`src/hdl/hkrt_pkg.sv`:
```
// Shared types and constants for the HID keyboard report tracker.
package hkrt_pkg;

    // Number of key slots that the result item carries
    localparam int unsigned OUT_SLOTS = 6;

    // Request codes on the item channel
    typedef enum logic [2:0] {
        OP_ADD_KEY   = 3'd0,
        OP_DEL_KEY   = 3'd1,
        OP_ADD_MODS  = 3'd2,
        OP_DEL_MODS  = 3'd3,
        OP_SET_CONS  = 3'd4,
        OP_CLR_KB    = 3'd5,
        OP_CLR_CONS  = 3'd6
    } t_op;

    // Sequencer states
    typedef enum logic [2:0] {
        ST_IDLE,
        ST_EXEC,
        ST_SCAN,
        ST_SHIFT,
        ST_RESP
    } t_state;

endpackage

```
`src/hdl/hkrt_item_if.sv`:
```
// Request channel: valid/ready handshake with the request payload.
interface hkrt_item_if;
    logic        valid;
    logic        ready;
    logic [2:0]  op;
    logic [7:0]  key_code;
    logic [7:0]  modifier_bits;
    logic [15:0] consumer_value;

    modport source (output valid, op, key_code, modifier_bits, consumer_value, input ready);
    modport sink   (input valid, op, key_code, modifier_bits, consumer_value, output ready);
endinterface

```
`src/hdl/hkrt_result_if.sv`:
```
// Result channel: valid/ready handshake with the full report snapshot.
interface hkrt_result_if;
    logic        valid;
    logic        ready;
    logic [7:0]  key_slot_0;
    logic [7:0]  key_slot_1;
    logic [7:0]  key_slot_2;
    logic [7:0]  key_slot_3;
    logic [7:0]  key_slot_4;
    logic [7:0]  key_slot_5;
    logic [7:0]  modifier_state;
    logic [15:0] consumer_state;
    logic        keyboard_dirty;
    logic        consumer_dirty;

    modport source (
        output valid, key_slot_0, key_slot_1, key_slot_2, key_slot_3, key_slot_4,
               key_slot_5, modifier_state, consumer_state, keyboard_dirty,
               consumer_dirty,
        input  ready
    );
    modport sink (
        input  valid, key_slot_0, key_slot_1, key_slot_2, key_slot_3, key_slot_4,
               key_slot_5, modifier_state, consumer_state, keyboard_dirty,
               consumer_dirty,
        output ready
    );
endinterface

```
`src/hdl/hid_keyboard_report_tracker.sv`:
```
// HID keyboard report tracker: key slots, modifiers, consumer usage, dirty flags.
//
// Usage: requests arrive on i_item (valid/ready); each request yields exactly one
// result item on o_result carrying all key slots, the modifier byte, the
// consumer usage word and both sticky dirty flags after the request applied.
// One request is handled at a time: i_item.ready is high only when the block is
// idle. A single slot comparator is stepped over the slot registers by a small
// sequencer, one slot per cycle.
// Modifier, consumer and flag-clear requests, and key code zero, skip the slot scan.
// A key add scans until a match, the first empty slot or the last slot; a key
// remove searches for the key, then shifts the slots behind it down one slot at
// a time and clears the last slot. The block returns to idle after each result.
// The result is held on o_result until taken; while o_result.ready is low the
// block accepts no request. Synchronous reset clears all slots, the modifier
// byte, the consumer word and both flags, and leaves both channels idle.
// Slots at or beyond KEY_SLOTS read 0; only the first six slots are visible.
module hid_keyboard_report_tracker #(
    parameter int unsigned KEY_SLOTS = 6
) (
    input  logic           i_clk,
    input  logic           i_rst_n,
    hkrt_item_if.sink      i_item,
    hkrt_result_if.source  o_result
);

    localparam int unsigned IDX_W = (KEY_SLOTS > 1) ? $clog2(KEY_SLOTS) : 1;
    localparam logic [IDX_W-1:0] LAST_IDX = IDX_W'(KEY_SLOTS - 1);

    hkrt_pkg::t_state r_state, n_state;
    logic [IDX_W-1:0] r_idx, n_idx;
    logic [7:0]       r_slots [KEY_SLOTS];
    logic [7:0]       r_mods, n_mods;
    logic [15:0]      r_cons, n_cons;
    logic             r_kb_dirty, n_kb_dirty;
    logic             r_cons_dirty, n_cons_dirty;

    // Latched request
    logic [2:0]       r_op;
    logic [7:0]       r_code;
    logic [7:0]       r_mbits;
    logic [15:0]      r_usage;

    // Shared slot comparator and slot write port
    logic [7:0]       w_cur;
    logic             w_hit, w_empty, w_last, w_key_op;
    logic             w_wr_en;
    logic [7:0]       w_wr_data;
    logic [7:0]       w_view [hkrt_pkg::OUT_SLOTS];

    assign w_cur    = r_slots[r_idx];
    assign w_hit    = (w_cur == r_code);
    assign w_empty  = (w_cur == 8'd0);
    assign w_last   = (r_idx == LAST_IDX);
    assign w_key_op = ((r_op == hkrt_pkg::OP_ADD_KEY) || (r_op == hkrt_pkg::OP_DEL_KEY))
                      && (r_code != 8'd0);

    // Next state
    always_comb begin
        n_state = r_state;
        unique case (r_state)
            hkrt_pkg::ST_IDLE: begin
                if (i_item.valid) n_state = hkrt_pkg::ST_EXEC;
            end
            hkrt_pkg::ST_EXEC: begin
                n_state = w_key_op ? hkrt_pkg::ST_SCAN : hkrt_pkg::ST_RESP;
            end
            hkrt_pkg::ST_SCAN: begin
                if (r_op == hkrt_pkg::OP_ADD_KEY) begin
                    if (w_hit || w_empty || w_last) n_state = hkrt_pkg::ST_RESP;
                end else begin
                    if (w_hit) n_state = hkrt_pkg::ST_SHIFT;
                    else if (w_last) n_state = hkrt_pkg::ST_RESP;
                end
            end
            hkrt_pkg::ST_SHIFT: begin
                if (w_last) n_state = hkrt_pkg::ST_RESP;
            end
            hkrt_pkg::ST_RESP: begin
                if (o_result.ready) n_state = hkrt_pkg::ST_IDLE;
            end
            default: n_state = hkrt_pkg::ST_IDLE;
        endcase
    end

    // Datapath control
    always_comb begin
        n_idx        = r_idx;
        n_mods       = r_mods;
        n_cons       = r_cons;
        n_kb_dirty   = r_kb_dirty;
        n_cons_dirty = r_cons_dirty;
        w_wr_en      = 1'b0;
        w_wr_data    = 8'd0;
        unique case (r_state)
            hkrt_pkg::ST_EXEC: begin
                n_idx = '0;
                unique case (r_op)
                    hkrt_pkg::OP_ADD_MODS: begin
                        n_mods = r_mods | r_mbits;
                        if ((r_mods | r_mbits) != r_mods) n_kb_dirty = 1'b1;
                    end
                    hkrt_pkg::OP_DEL_MODS: begin
                        n_mods = r_mods & ~r_mbits;
                        if ((r_mods & ~r_mbits) != r_mods) n_kb_dirty = 1'b1;
                    end
                    hkrt_pkg::OP_SET_CONS: begin
                        n_cons = r_usage;
                        if (r_usage != r_cons) n_cons_dirty = 1'b1;
                    end
                    hkrt_pkg::OP_CLR_KB:   n_kb_dirty   = 1'b0;
                    hkrt_pkg::OP_CLR_CONS: n_cons_dirty = 1'b0;
                    default: ;
                endcase
            end
            hkrt_pkg::ST_SCAN: begin
                if (r_op == hkrt_pkg::OP_ADD_KEY) begin
                    // first empty slot takes the key unless it is already present
                    if (!w_hit && w_empty) begin
                        w_wr_en    = 1'b1;
                        w_wr_data  = r_code;
                        n_kb_dirty = 1'b1;
                    end else if (!w_hit && !w_last) begin
                        n_idx = r_idx + IDX_W'(1);
                    end
                end else if (!w_hit && !w_last) begin
                    n_idx = r_idx + IDX_W'(1);
                end
            end
            hkrt_pkg::ST_SHIFT: begin
                // close the gap one slot per cycle, clear the last slot
                w_wr_en = 1'b1;
                if (w_last) begin
                    w_wr_data  = 8'd0;
                    n_kb_dirty = 1'b1;
                end else begin
                    w_wr_data = r_slots[r_idx + IDX_W'(1)];
                    n_idx     = r_idx + IDX_W'(1);
                end
            end
            default: ;
        endcase
    end

    // Registers
    always_ff @(posedge i_clk) begin
        if (!i_rst_n) begin
            r_state      <= hkrt_pkg::ST_IDLE;
            r_idx        <= '0;
            r_mods       <= 8'd0;
            r_cons       <= 16'd0;
            r_kb_dirty   <= 1'b0;
            r_cons_dirty <= 1'b0;
            for (int i = 0; i < KEY_SLOTS; i++) r_slots[i] <= 8'd0;
        end else begin
            r_state      <= n_state;
            r_idx        <= n_idx;
            r_mods       <= n_mods;
            r_cons       <= n_cons;
            r_kb_dirty   <= n_kb_dirty;
            r_cons_dirty <= n_cons_dirty;
            if (w_wr_en) r_slots[r_idx] <= w_wr_data;
        end
    end

    // Request capture
    always_ff @(posedge i_clk) begin
        if (i_item.valid && i_item.ready) begin
            r_op    <= i_item.op;
            r_code  <= i_item.key_code;
            r_mbits <= i_item.modifier_bits;
            r_usage <= i_item.consumer_value;
        end
    end

    // Visible slots, zero beyond KEY_SLOTS
    for (genvar j = 0; j < hkrt_pkg::OUT_SLOTS; j++) begin : g_view
        if (j < KEY_SLOTS) begin : g_real
            assign w_view[j] = r_slots[j];
        end else begin : g_zero
            assign w_view[j] = 8'd0;
        end
    end

    // Channel outputs
    assign i_item.ready            = (r_state == hkrt_pkg::ST_IDLE);
    assign o_result.valid          = (r_state == hkrt_pkg::ST_RESP);
    assign o_result.key_slot_0     = w_view[0];
    assign o_result.key_slot_1     = w_view[1];
    assign o_result.key_slot_2     = w_view[2];
    assign o_result.key_slot_3     = w_view[3];
    assign o_result.key_slot_4     = w_view[4];
    assign o_result.key_slot_5     = w_view[5];
    assign o_result.modifier_state = r_mods;
    assign o_result.consumer_state = r_cons;
    assign o_result.keyboard_dirty = r_kb_dirty;
    assign o_result.consumer_dirty = r_cons_dirty;

`ifndef NO_ASSERTIONS
    // no new request while a result waits
    a_one_at_a_time: assert property (@(posedge i_clk) disable iff (!i_rst_n)
        o_result.valid |-> !i_item.ready)
        else $error("request accepted while result pending");

    // shift-down only for a key removal
    a_shift_on_remove: assert property (@(posedge i_clk) disable iff (!i_rst_n)
        (r_state == hkrt_pkg::ST_SHIFT) |-> (r_op == hkrt_pkg::OP_DEL_KEY))
        else $error("slot shift outside key removal");

    // keyboard flag is set only by a keyboard request
    a_kb_dirty_src: assert property (@(posedge i_clk) disable iff (!i_rst_n)
        $rose(r_kb_dirty) |-> ((r_op == hkrt_pkg::OP_ADD_KEY) ||
            (r_op == hkrt_pkg::OP_DEL_KEY) || (r_op == hkrt_pkg::OP_ADD_MODS) ||
            (r_op == hkrt_pkg::OP_DEL_MODS)))
        else $error("keyboard flag set by non-keyboard request");

    // consumer word changes only under a consumer request
    a_cons_src: assert property (@(posedge i_clk) disable iff (!i_rst_n)
        !$stable(r_cons) |-> (r_op == hkrt_pkg::OP_SET_CONS) && r_cons_dirty)
        else $error("consumer word changed unexpectedly");
`endif

endmodule

```
`src/flat_wrapper.sv`:
```
// flat-port wrapper written by rule: the top's interface ports become plain ports
module hid_keyboard_report_tracker_flat 
#(
    parameter int unsigned KEY_SLOTS = 6
)
  (i_clk, i_rst_n, i_item_valid, i_item_op, i_item_key_code, i_item_modifier_bits, i_item_consumer_value, i_item_ready, o_result_valid, o_result_key_slot_0, o_result_key_slot_1, o_result_key_slot_2, o_result_key_slot_3, o_result_key_slot_4, o_result_key_slot_5, o_result_modifier_state, o_result_consumer_state, o_result_keyboard_dirty, o_result_consumer_dirty, o_result_ready);
  hkrt_item_if i_item_i ();
  hkrt_result_if o_result_i ();
  input  logic i_clk;
  input  logic i_rst_n;
  input wire logic [$bits(i_item_i.valid)-1:0] i_item_valid;
  input wire logic [$bits(i_item_i.op)-1:0] i_item_op;
  input wire logic [$bits(i_item_i.key_code)-1:0] i_item_key_code;
  input wire logic [$bits(i_item_i.modifier_bits)-1:0] i_item_modifier_bits;
  input wire logic [$bits(i_item_i.consumer_value)-1:0] i_item_consumer_value;
  output wire logic [$bits(i_item_i.ready)-1:0] i_item_ready;
  output wire logic [$bits(o_result_i.valid)-1:0] o_result_valid;
  output wire logic [$bits(o_result_i.key_slot_0)-1:0] o_result_key_slot_0;
  output wire logic [$bits(o_result_i.key_slot_1)-1:0] o_result_key_slot_1;
  output wire logic [$bits(o_result_i.key_slot_2)-1:0] o_result_key_slot_2;
  output wire logic [$bits(o_result_i.key_slot_3)-1:0] o_result_key_slot_3;
  output wire logic [$bits(o_result_i.key_slot_4)-1:0] o_result_key_slot_4;
  output wire logic [$bits(o_result_i.key_slot_5)-1:0] o_result_key_slot_5;
  output wire logic [$bits(o_result_i.modifier_state)-1:0] o_result_modifier_state;
  output wire logic [$bits(o_result_i.consumer_state)-1:0] o_result_consumer_state;
  output wire logic [$bits(o_result_i.keyboard_dirty)-1:0] o_result_keyboard_dirty;
  output wire logic [$bits(o_result_i.consumer_dirty)-1:0] o_result_consumer_dirty;
  input wire logic [$bits(o_result_i.ready)-1:0] o_result_ready;
  assign i_item_i.valid = i_item_valid;
  assign i_item_i.op = i_item_op;
  assign i_item_i.key_code = i_item_key_code;
  assign i_item_i.modifier_bits = i_item_modifier_bits;
  assign i_item_i.consumer_value = i_item_consumer_value;
  assign i_item_ready = i_item_i.ready;
  assign o_result_valid = o_result_i.valid;
  assign o_result_key_slot_0 = o_result_i.key_slot_0;
  assign o_result_key_slot_1 = o_result_i.key_slot_1;
  assign o_result_key_slot_2 = o_result_i.key_slot_2;
  assign o_result_key_slot_3 = o_result_i.key_slot_3;
  assign o_result_key_slot_4 = o_result_i.key_slot_4;
  assign o_result_key_slot_5 = o_result_i.key_slot_5;
  assign o_result_modifier_state = o_result_i.modifier_state;
  assign o_result_consumer_state = o_result_i.consumer_state;
  assign o_result_keyboard_dirty = o_result_i.keyboard_dirty;
  assign o_result_consumer_dirty = o_result_i.consumer_dirty;
  assign o_result_i.ready = o_result_ready;
  hid_keyboard_report_tracker #(.KEY_SLOTS(KEY_SLOTS)) u_core (.i_clk(i_clk), .i_rst_n(i_rst_n), .i_item(i_item_i), .o_result(o_result_i));
endmodule
```
`config.mk`:
```
export PLATFORM = sky130hd
export DESIGN_NAME = hid_keyboard_report_tracker_flat
export DESIGN_NICKNAME = d
export VERILOG_FILES = /design/src/hdl/hkrt_pkg.sv /design/src/hdl/hkrt_item_if.sv /design/src/hdl/hkrt_result_if.sv /design/src/hdl/hid_keyboard_report_tracker.sv /design/src/flat_wrapper.sv
export SDC_FILE = /design/constraint.sdc
export NUM_CORES = 1
export LEC_CHECK = 0
export ABC_AREA = 1
export BUFFER_PORTS_ARGS = -buffer_cell sky130_fd_sc_hd__buf_2
export CAP_MARGIN = 10
export CORE_MARGIN = 2
export CORE_UTILIZATION = 48
export CTS_BUF_LIST = sky130_fd_sc_hd__clkbuf_8
export DETAILED_ROUTE_END_ITERATION = 16
export PLACE_DENSITY = 0.72
export SKIP_LAST_GASP = 1
export SLEW_MARGIN = 20
export SYNTH_ARGS = -nofsm -noshare
export SYNTH_HDL_FRONTEND = slang
export SYNTH_SLANG_ARGS = --single-unit
```
`constraint.sdc`:
```
create_clock -name i_clk -period 3.4 [get_ports i_clk]
set_input_delay 0 -clock i_clk [delete_from_list [all_inputs] [get_ports i_clk]]
set_output_delay 0 -clock i_clk [all_outputs]
set_load 0.01 [all_outputs]
```
==> results of run 1 <==
## cell type report
| class | count | area (sq um) |
|---|---|---|
| clock buffer | 20 | 275 |
| clock inverter | 12 | 111 |
| fill | 1208 | 5460 |
| inverter | 100 | 375 |
| multi-input combinational | 525 | 2520 |
| sequential | 134 | 3670 |
| tap | 180 | 225 |
| timing repair buffer | 168 | 1070 |
## metal layers
layer	vias up	GRT usage, %	wire, um
li1	2954	-	-
met2	318	41.4	8950
met1	2766	34.2	7780
met3	42	7.44	1850
met5	-	0	0
met4	0	12.1	562
## layout by cell type (no fill, tap or decap), types with 2 or more instances in the layout
master / count
nand2_1: 147
buf_2: 114
inv_1: 99
edfxtp_1: 99
nor2_1: 97
o21ai_0: 78
nand3_1: 76
a21oi_1: 53
dlygate4sd3_1: 39
dfxtp_1: 34
clkbuf_8: 20
buf_4: 15
nand2_2: 11
nor3_1: 8
o211ai_1: 8
or2_2: 6
xor2_1: 6
nand4_2: 5
clkinv_1: 4
nand4_1: 4
nor2_2: 4
xnor2_1: 4
nor4_1: 3
inv_4: 3
nand3b_1: 2
a22o_1: 2
a221oi_1: 2
ha_1: 2
bufinv_16: 2
clkinv_2: 2
## critical path, cell delays in order, from the launching register on
cell	delay [ns]
dfxtp_2	0.47
buf_4	0.30
o21ai_0	0.13
nand2_1	0.07
nand3_1	0.11
nand2_1	0.12
nand4_1	0.11
nor2_2	0.19
nand3_2	0.17
a21oi_4	0.37
nand4_2	0.26
nand2_1	0.35
## registers in the layout, summed over array words and instances, names as in the netlist, named ones only
signal,count
u_core.o_result.consumer_dirty,1
u_core.o_result.consumer_state,16
u_core.o_result.keyboard_dirty,1
u_core.r_code,8
u_core.r_idx,3
u_core.r_mbits,8
u_core.r_op,3
u_core.r_slots,64
u_core.r_state,3
u_core.r_usage,16
## per-stage QoR
stage / area [sq um] / util, % / cells / hold slack (ns) / total power, W
floorplan: 6690 / - / 789 / 0.0989 / 0.00259
global placement: 7460 / 54.3 / 1067 / 0.176 / 0.00285
detailed placement: 7460 / 54.3 / 1067 / 0.178 / 0.00285
CTS: 8230 / 60.0 / 1138 / 0.234 / 0.00416
global route: 8260 / 60.2 / 1139 / 0.248 / 0.00438
finish: 8260 / 60.2 / 1139 / 0.256 / 0.00418
## cells by family (layout without fill, tap and decap cells)
kind of cell,count (synthesis),after routing,synth area share [%]
compound gates,147,148,11.8
flops,134,134,54.9
xor+xnor,10,10,1.31
simple gates,365,365,23.7
fa+ha+maj,2,2,0.374
buf+inv,131,300,7.82
## where the power goes
group	internal, W	total, W	switching, W	leakage (nW)
combinational	0.000317	0.000918	0.000601	2.10
sequential	0.00187	0.00196	0.0000966	1.30
clock	0.000697	0.00129	0.000597	0.215
## repair_timing
action / 4_1_cts / 5_1_grt
setup buffers: 0 / 0
endpoints found under the setup margin: 0 / 56
hold endpoints to repair: 38 / 0
resized for setup: 0 / 7
hold buffers: 39 / 0
## how the worst max path moves through the flow
stage / from / to / slack (ns) / cells past startpoint
5_1_grt: flop / u_core.r_slots[0][5]$_SDFFCE_PN0P_ / 0.14 / 15
2_1_floorplan: u_core.r_state[2]$_SDFFE_PN0P_ / u_core.r_code[0]$_DFFE_PP_ / 0.65 / 3
6_report: flop / u_core.r_slots[2][1]$_SDFFCE_PN0P_ / 0.40 / 11
3_5_place_dp: flop / u_core.r_slots[6][6]$_DFFE_PP_ / 0.11 / 11
4_1_cts: flop / u_core.r_slots[6][6]$_DFFE_PP_ / 0.09 / 11
3_3_place_gp: flop / u_core.r_slots[6][3]$_DFFE_PP_ / 0.24 / 11
==> flow_summary.yaml, run 1 <==
run_status:
  status: "complete, no violations"
timing:
  period_needed_ns: 3.00
  post-route-period-util_pct: 88.2
  max_slew.worst_pin.slew_ns: 1.00
  fmax_ghz: 0.333
  hold_viol_final: 0
  setup_tns_ns: 0
  slew_violations: 0
  layout_setup_ws_ns: 0.401
  setup-violations-final: 0
  rsz0062_at_grt: "no"
  finClkSkew_ns: 0.0101
  relSlewSlack_pct: 32.9
route:
  firstDrtPassIters: 5
  wirelength_um: 19100
  vias: 6080
  drt.antenna.violating_nets: 0
  drc: 0
  routedWlPerCell_um: 16.8
  drt_iter0_drc: 649
  vias_per_cell: 5.34
clock_tree:
  clk_pin_slew_ns: 0.08
  cts_max_level: 4
  clock_sinks: 134
  cts_buffers: 17
  clock_latency_ns: 0.44
  cts_root_buf: "clkbuf_8"
  cts_tree: "built"
  cts_buffer_depth: 2
synth:
  yosys-top-cells-count: "150 x nand2_1, 101 x nor2_1, 99 x edfxtp_1"
  syn-instance-count: 789
  ys.flop_type: "edfxtp_1"
  ys_types: 34
  synth_fp_nets: 830
  synth_most_common_cell: "nand2_1"
  mappedNetlistArea_sq_mm: 0.00669
  syn_area_per_cell_sq_um: 8.48
  synth_edf_count: 99
  yosysTopAreaCellShare_pct: 44.5
  async_flop_share_pct: 0
  synth_warnings: 0
  seq_area_frac_synth_pct: 54.9
  ys_seq_elements: 134
  yosysTopAreaCell: "edfxtp_1"
  synth_area_leaders: "edfxtp_1 44%, dfxtp_1 10%, nand2_1 8.4%, o21ai_0 5.8%, nand3_1 5.7%"
global_routing:
  grt-ovfl-total: 0
  grt_pass1_wl_um: 29600
  grtUsageTotal_pct: 26.5
  grt_pass1_vias: 5808
  grt_max_degree: 36
  antenna_found_initial: 0
setup_path:
  start_kind: "flop"
  reg2reg_to: "u_core.r_slots[2][1]$_SDFFCE_PN0P_"
  arrival_ns: 3.12
  required_ns: 3.52
  worstSetupEndpointType: "flop"
  rrSetupSlack_ns: 0.40
  crit_type: "flop to flop"
  reg2reg_depth: 11
  crit_path_max_fanout: 23
place:
  io_buffer_count: 114
  dp_slack_ns: 0.108
  gp_congestion: 0.937
  hpwl_um: 13600
die:
  io_pins: 115
  core_sq_mm: 0.0137
  die_w_um: 122
  die_h_um: 122
  die-area_sq_mm: 0.0149
  start_util_pct: 48.7
  core.rowCount: 43
min_path:
  whs_endpoint: "u_core.r_usage[7]$_DFFE_PP_"
  holdPathStages: 2
  holdCritStartpoint: "i_item_consumer_value[7]"
  hold_class: "input pin to flop"
finish:
  finalNetCount: 987
  areaGrowthSynthToFinish_pct: 23.5
  drive_above_1_share_pct: 19.7
  n_antenna_cell: 0
power_and_ir_drop:
  p_leak_nw: 3.62
  ir_worst_vdd_v: 0.000327
  power.density_mw_per_mm2: 506
run:
  maxCapViolations: 0
Power figures use the tool's default switching activity.
==> run 2, diff against run 1 <==
==> constraint.sdc (replaced) <==
create_clock -name i_clk -period 3.4 [get_ports i_clk]
set_input_delay 0.68 -clock i_clk [delete_from_list [all_inputs] [get_ports i_clk]]
set_output_delay 0.68 -clock i_clk [all_outputs]
set_load 0.01 [all_outputs]
==> run 2 against run 1 <==
  * Cell area fell by 4.4%
  * Cell count fell by 3.5%
  * Register-to-register slack got worse by 0.07 ns
  * Critical endpoint is now u_core.r_slots[1][4]$_SDFFCE_PN0P_
  * Largest cell class unchanged
  * Highest routed layer unchanged
==> flow_summary.yaml, run 2 (synthesized netlist as in run 1, its figures left out) <==
place:
  gp_congestion: 0.985
  dpl_cell_area_sq_mm: 0.00746
  hpwl_um: 13000
  io_buffer_count: 114
timing:
  post-route-period-util_pct: 90.3
  rsz0062_at_grt: "no"
  finClkSkew_ns: 0.0188
  period_needed_ns: 3.07
  whs_ns: 0.410
  relSlewSlack_pct: 38.0
  setup_tns_ns: 0
  hold_viol_final: 0
  setup-violations-final: 0
  max_slew.worst_pin.slew_ns: 0.929
  slew_violations: 0
  fmax_ghz: 0.326
power_and_ir_drop:
  ir_worst_vdd_v: 0.000352
  p_leak_nw: 3.44
  power.density_mw_per_mm2: 530
route:
  wirelength_um: 17800
  drt_iter0_drc: 499
  drc: 0
  drt.antenna.violating_nets: 0
  routedWlPerCell_um: 16.2
  vias: 5880
  firstDrtPassIters: 7
  vias_per_cell: 5.35
clock_tree:
  cts_max_level: 4
  clock_sinks: 134
  cts_buffer_depth: 2
  cts_root_buf: "clkbuf_8"
  post-cts-setup-buffer-count: 0
  clk_pin_slew_ns: 0.08
  cts_buffers: 17
  cts_tree: "built"
  clock_latency_ns: 0.44
setup_path:
  arrival_ns: 3.19
  crit_path_end: "u_core.r_slots[1][4]$_SDFFCE_PN0P_"
  crit_path_max_fanout: 29
  required_ns: 3.52
  reg2reg_to: "u_core.r_slots[1][4]$_SDFFCE_PN0P_"
  crit_type: "flop to flop"
  reg2reg_depth: 11
  rrSetupSlack_ns: 0.33
  start_kind: "flop"
  worstSetupEndpointType: "flop"
finish:
  final_cell_mix: "147 x nand2_1, 114 x buf_2, 99 x edfxtp_1"
  stdcell_area_sq_mm: 0.00789
  register_area_sq_mm: 0.00367
  fin_util_pct: 57.5
  final_common_cell: "nand2_1"
  largest_register_ffs: 64
  drive_above_1_share_pct: 20.5
  finalNetCount: 947
  multi_input_area_sq_mm: 0.00252
  fill_cells: 1223
  regMostFlops: "u_core.r_slots"
  n_antenna_cell: 0
  areaGrowthSynthToFinish_pct: 18.0
global_routing:
  antenna_found_initial: 0
  grt_max_degree: 49
  grt-ovfl-total: 0
  grt_pass1_vias: 5489
  grt_pass1_wl_um: 27700
  grtUsageTotal_pct: 24.6
min_path:
  holdCritStartpoint: "i_item_modifier_bits[5]"
  holdPathStages: 1
  hold_class: "input pin to flop"
die:
  io_pins: 115
  die_h_um: 122
  die_w_um: 122
  core_sq_mm: 0.0137
  start_util_pct: 48.7
  core.rowCount: 43
  die-area_sq_mm: 0.0149
run_status:
  status: "complete, no violations"
run:
  maxCapViolations: 0
run 2: timing repair:
action / CTS / global route
endpoints found under the setup margin: 8 / 56
hold buffers: 0 / 0
gates resized for setup: 1 / 6
run 2: worst min path at each step:
stage,end
after CTS,u_core.r_mbits[7]$_DFFE_PP_
after global routing,u_core.r_mbits[7]$_DFFE_PP_
final,u_core.r_mbits[5]$_DFFE_PP_
after floorplan,u_core.o_result.consumer_state[10]$_SDFFE_PN0P_
after detailed placement,u_core.o_result.consumer_dirty$_SDFFE_PN0P_
after global placement,u_core.o_result.consumer_dirty$_SDFFE_PN0P_
run 2: worst max-delay path, cell delays in order, from the launching register on:
cell and delay, ns:
dfxtp_2 0.45, buf_4 0.31, o21ai_0 0.13, nand2_1 0.07, nand3_1 0.10, nand2_1 0.11
nand4_1 0.10, nor2_2 0.23, nand3_2 0.26, a21oi_4 0.39, nand4_2 0.30, nand2_2 0.28
run 2: area by class of cell:
cell class	instances	area share (%)
sequential	134	46.6
clock inverter	13	2.00
multi-input combinational	524	31.9
tap	180	2.85
timing repair buffer	129	8.65
inverter	100	4.76
clock buffer	19	3.31
run 2: through the flow:
stage / worst slack (ns) / std cells / power [W]
global route: 0.0284 / 1099 / 0.00439
CTS: 0.118 / 1099 / 0.00420
finish: 0.331 / 1099 / 0.00418
detailed placement: 0.0267 / 1067 / 0.00283
global placement: 0.136 / 1067 / 0.00282
floorplan: 0.645 / 789 / 0.00259
run 2: power by group:
| part | switching, W | internal [W] |
|---|---|---|
| registers | 0.0000959 | 0.00187 |
| clock network | 0.000611 | 0.000759 |
| logic | 0.000572 | 0.000282 |
run 2: metal layers:
metal	wire length (um)	GRT usage, %	up-vias
met1	7260	30.9	2668
li1	-	-	2875
met3	1350	5.62	54
met4	609	12.6	0
met2	8580	39.9	283
met5	0	0	-
==> run 3, diff against run 2 <==
RECOVER_POWER = 25   (was not set)
==> run 3 against run 2 <==
  * Clock power about the same
  * Count of clock-buffer cells in the layout is the same
  * Power down 0.10%
  * Worst hold slack improved by 0.0021 ns
  * Setup slack got worse by 0.057 ns
  * Wire length is 0.12% lower
  * Flip-flop and latch count stayed put
  * Register-to-register slack worse by 0.06 ns
  * Highest routed layer unchanged
==> flow_summary.yaml, run 3 (synthesized netlist as in run 1, its figures left out) <==
run_status:
  status: "complete, no violations"
finish:
  register_area_sq_mm: 0.00367
  multi_input_area_sq_mm: 0.00251
  largest_register_ffs: 64
  stdcell_area_sq_mm: 0.00785
  regMostFlops: "u_core.r_slots"
  n_antenna_cell: 0
  finalNetCount: 947
  final_cell_mix: "147 x nand2_1, 99 x nor2_1, 99 x edfxtp_1"
  areaGrowthSynthToFinish_pct: 17.3
  layout.cells.non_filler: 1099
  final_common_cell: "nand2_1"
  fill_cells: 1239
  drive_above_1_share_pct: 17.1
clock_tree:
  cts_buffers: 17
  cts_tree: "built"
  clock_sinks: 134
  cts_root_buf: "clkbuf_8"
  post-cts-setup-buffer-count: 0
  clock_latency_ns: 0.44
  cts_buffer_depth: 2
  cts_max_level: 4
  clk_pin_slew_ns: 0.08
  cts_hold_buffers: 0
die:
  die_w_um: 122
  core_sq_mm: 0.0137
  start_util_pct: 48.7
  die-area_sq_mm: 0.0149
  core.rowCount: 43
  die_h_um: 122
  io_pins: 115
route:
  routedWlPerCell_um: 16.2
  drt_iter0_drc: 459
  vias: 5951
  drc: 0
  wirelength_um: 17800
  vias_per_cell: 5.41
  drt.antenna.violating_nets: 0
  firstDrtPassIters: 6
run:
  maxCapViolations: 0
min_path:
  hold_class: "input pin to flop"
timing:
  relSlewSlack_pct: 38.9
  hold_viol_final: 0
  finClkSkew_ns: 0.0196
  period_needed_ns: 3.13
  slew_violations: 0
  fmax_ghz: 0.320
  max_slew.worst_pin.slew_ns: 0.911
  post-route-period-util_pct: 91.9
  setup-violations-final: 0
  rsz0062_at_grt: "no"
  setup_tns_ns: 0
place:
  io_buffer_count: 114
  dpl_cell_area_sq_mm: 0.00746
  gp_congestion: 0.985
  dp_cells: 1067
  hpwl_um: 13000
global_routing:
  grt_pass1_vias: 5489
  grt_max_degree: 49
  grtUsageTotal_pct: 24.6
  grt-ovfl-total: 0
  grt_pass1_wl_um: 27700
  antenna_found_initial: 0
setup_path:
  crit_type: "flop to flop"
  crit_path_max_fanout: 29
  start_kind: "flop"
  reg2reg_to: "u_core.r_slots[1][4]$_SDFFCE_PN0P_"
  reg2reg_depth: 11
  arrival_ns: 3.25
  crit_path_end: "u_core.r_slots[1][4]$_SDFFCE_PN0P_"
  required_ns: 3.52
  rrSetupSlack_ns: 0.27
  worstSetupEndpointType: "flop"
power_and_ir_drop:
  ir_worst_vdd_v: 0.000350
  p_leak_nw: 3.31
  power.density_mw_per_mm2: 533
run 3: changes by cell type in the layout (fill, tap and decap cells not counted), sizes merged:
| cell | change |
|---|---|
| clkbuf | +30 |
| buf | -30 |
run 3: repair_timing:
action / CTS / global route
setup endpoints to repair: 8 / 56
gates cloned: 0 / 0
resized for setup: 1 / 6
run 3: cell type report:
| type | count | area share (%) |
|---|---|---|
| clock buffer | 19 | 3.33 |
| multi-input combinational | 524 | 32.0 |
| inverter | 100 | 4.78 |
| clock inverter | 13 | 2.01 |
| sequential | 134 | 46.8 |
| tap | 180 | 2.87 |
| timing repair buffer | 129 | 8.20 |
run 3: metal layers:
metal	vias to the layer above	track usage [%]	share of wire, %
met1	2714	30.9	41
met5	-	0	0
met4	0	12.6	3.7
met2	302	39.9	48
met3	63	5.62	6.9
li1	2872	-	-
run 3: stage by stage:
step / power (W) / setup slack [ns] / hold slack, ns / utilization, %
2_1_floorplan: 0.00259 / 0.645 / 0.478 / -
3_3_place_gp: 0.00282 / 0.136 / 0.447 / 54.3
3_5_place_dp: 0.00283 / 0.0267 / 0.451 / 54.3
4_1_cts: 0.00420 / 0.118 / 0.366 / 57.4
5_1_grt: 0.00439 / 0.0284 / 0.382 / 57.2
6_report: 0.00418 / 0.274 / 0.412 / 57.2
run 3: worst min path at each step:
stage,from,cells past startpoint,to,slack [ns]
after floorplan,u_core.r_usage[10]$_DFFE_PP_,2,u_core.o_result.consumer_state[10]$_SDFFE_PN0P_,0.48
after global placement,u_core.o_result.consumer_dirty$_SDFFE_PN0P_,2,u_core.o_result.consumer_dirty$_SDFFE_PN0P_,0.45
after detailed placement,u_core.o_result.consumer_dirty$_SDFFE_PN0P_,2,u_core.o_result.consumer_dirty$_SDFFE_PN0P_,0.45
after CTS,i_item_modifier_bits[7],1,u_core.r_mbits[7]$_DFFE_PP_,0.37
after global routing,i_item_modifier_bits[7],1,u_core.r_mbits[7]$_DFFE_PP_,0.38
final,i_item_modifier_bits[5],1,u_core.r_mbits[5]$_DFFE_PP_,0.41
run 3: worst max-delay path, cell delays in order (launching register included):
cell and delay, ns:
dfxtp_2 0.45, buf_4 0.31, o21ai_0 0.16, nand2_1 0.08, nand3_1 0.10, nand2_1 0.11
nand4_1 0.10, nor2_2 0.23, nand3_2 0.26, a21oi_4 0.40, nand4_2 0.30, nand2_2 0.28
run 3: power by group:
group          switching [W]  internal (W)  total, W
Clock               0.000615      0.000759   0.00137
Sequential         0.0000961       0.00187   0.00196
Combinational       0.000569      0.000276  0.000844
Total                0.00128       0.00290   0.00418
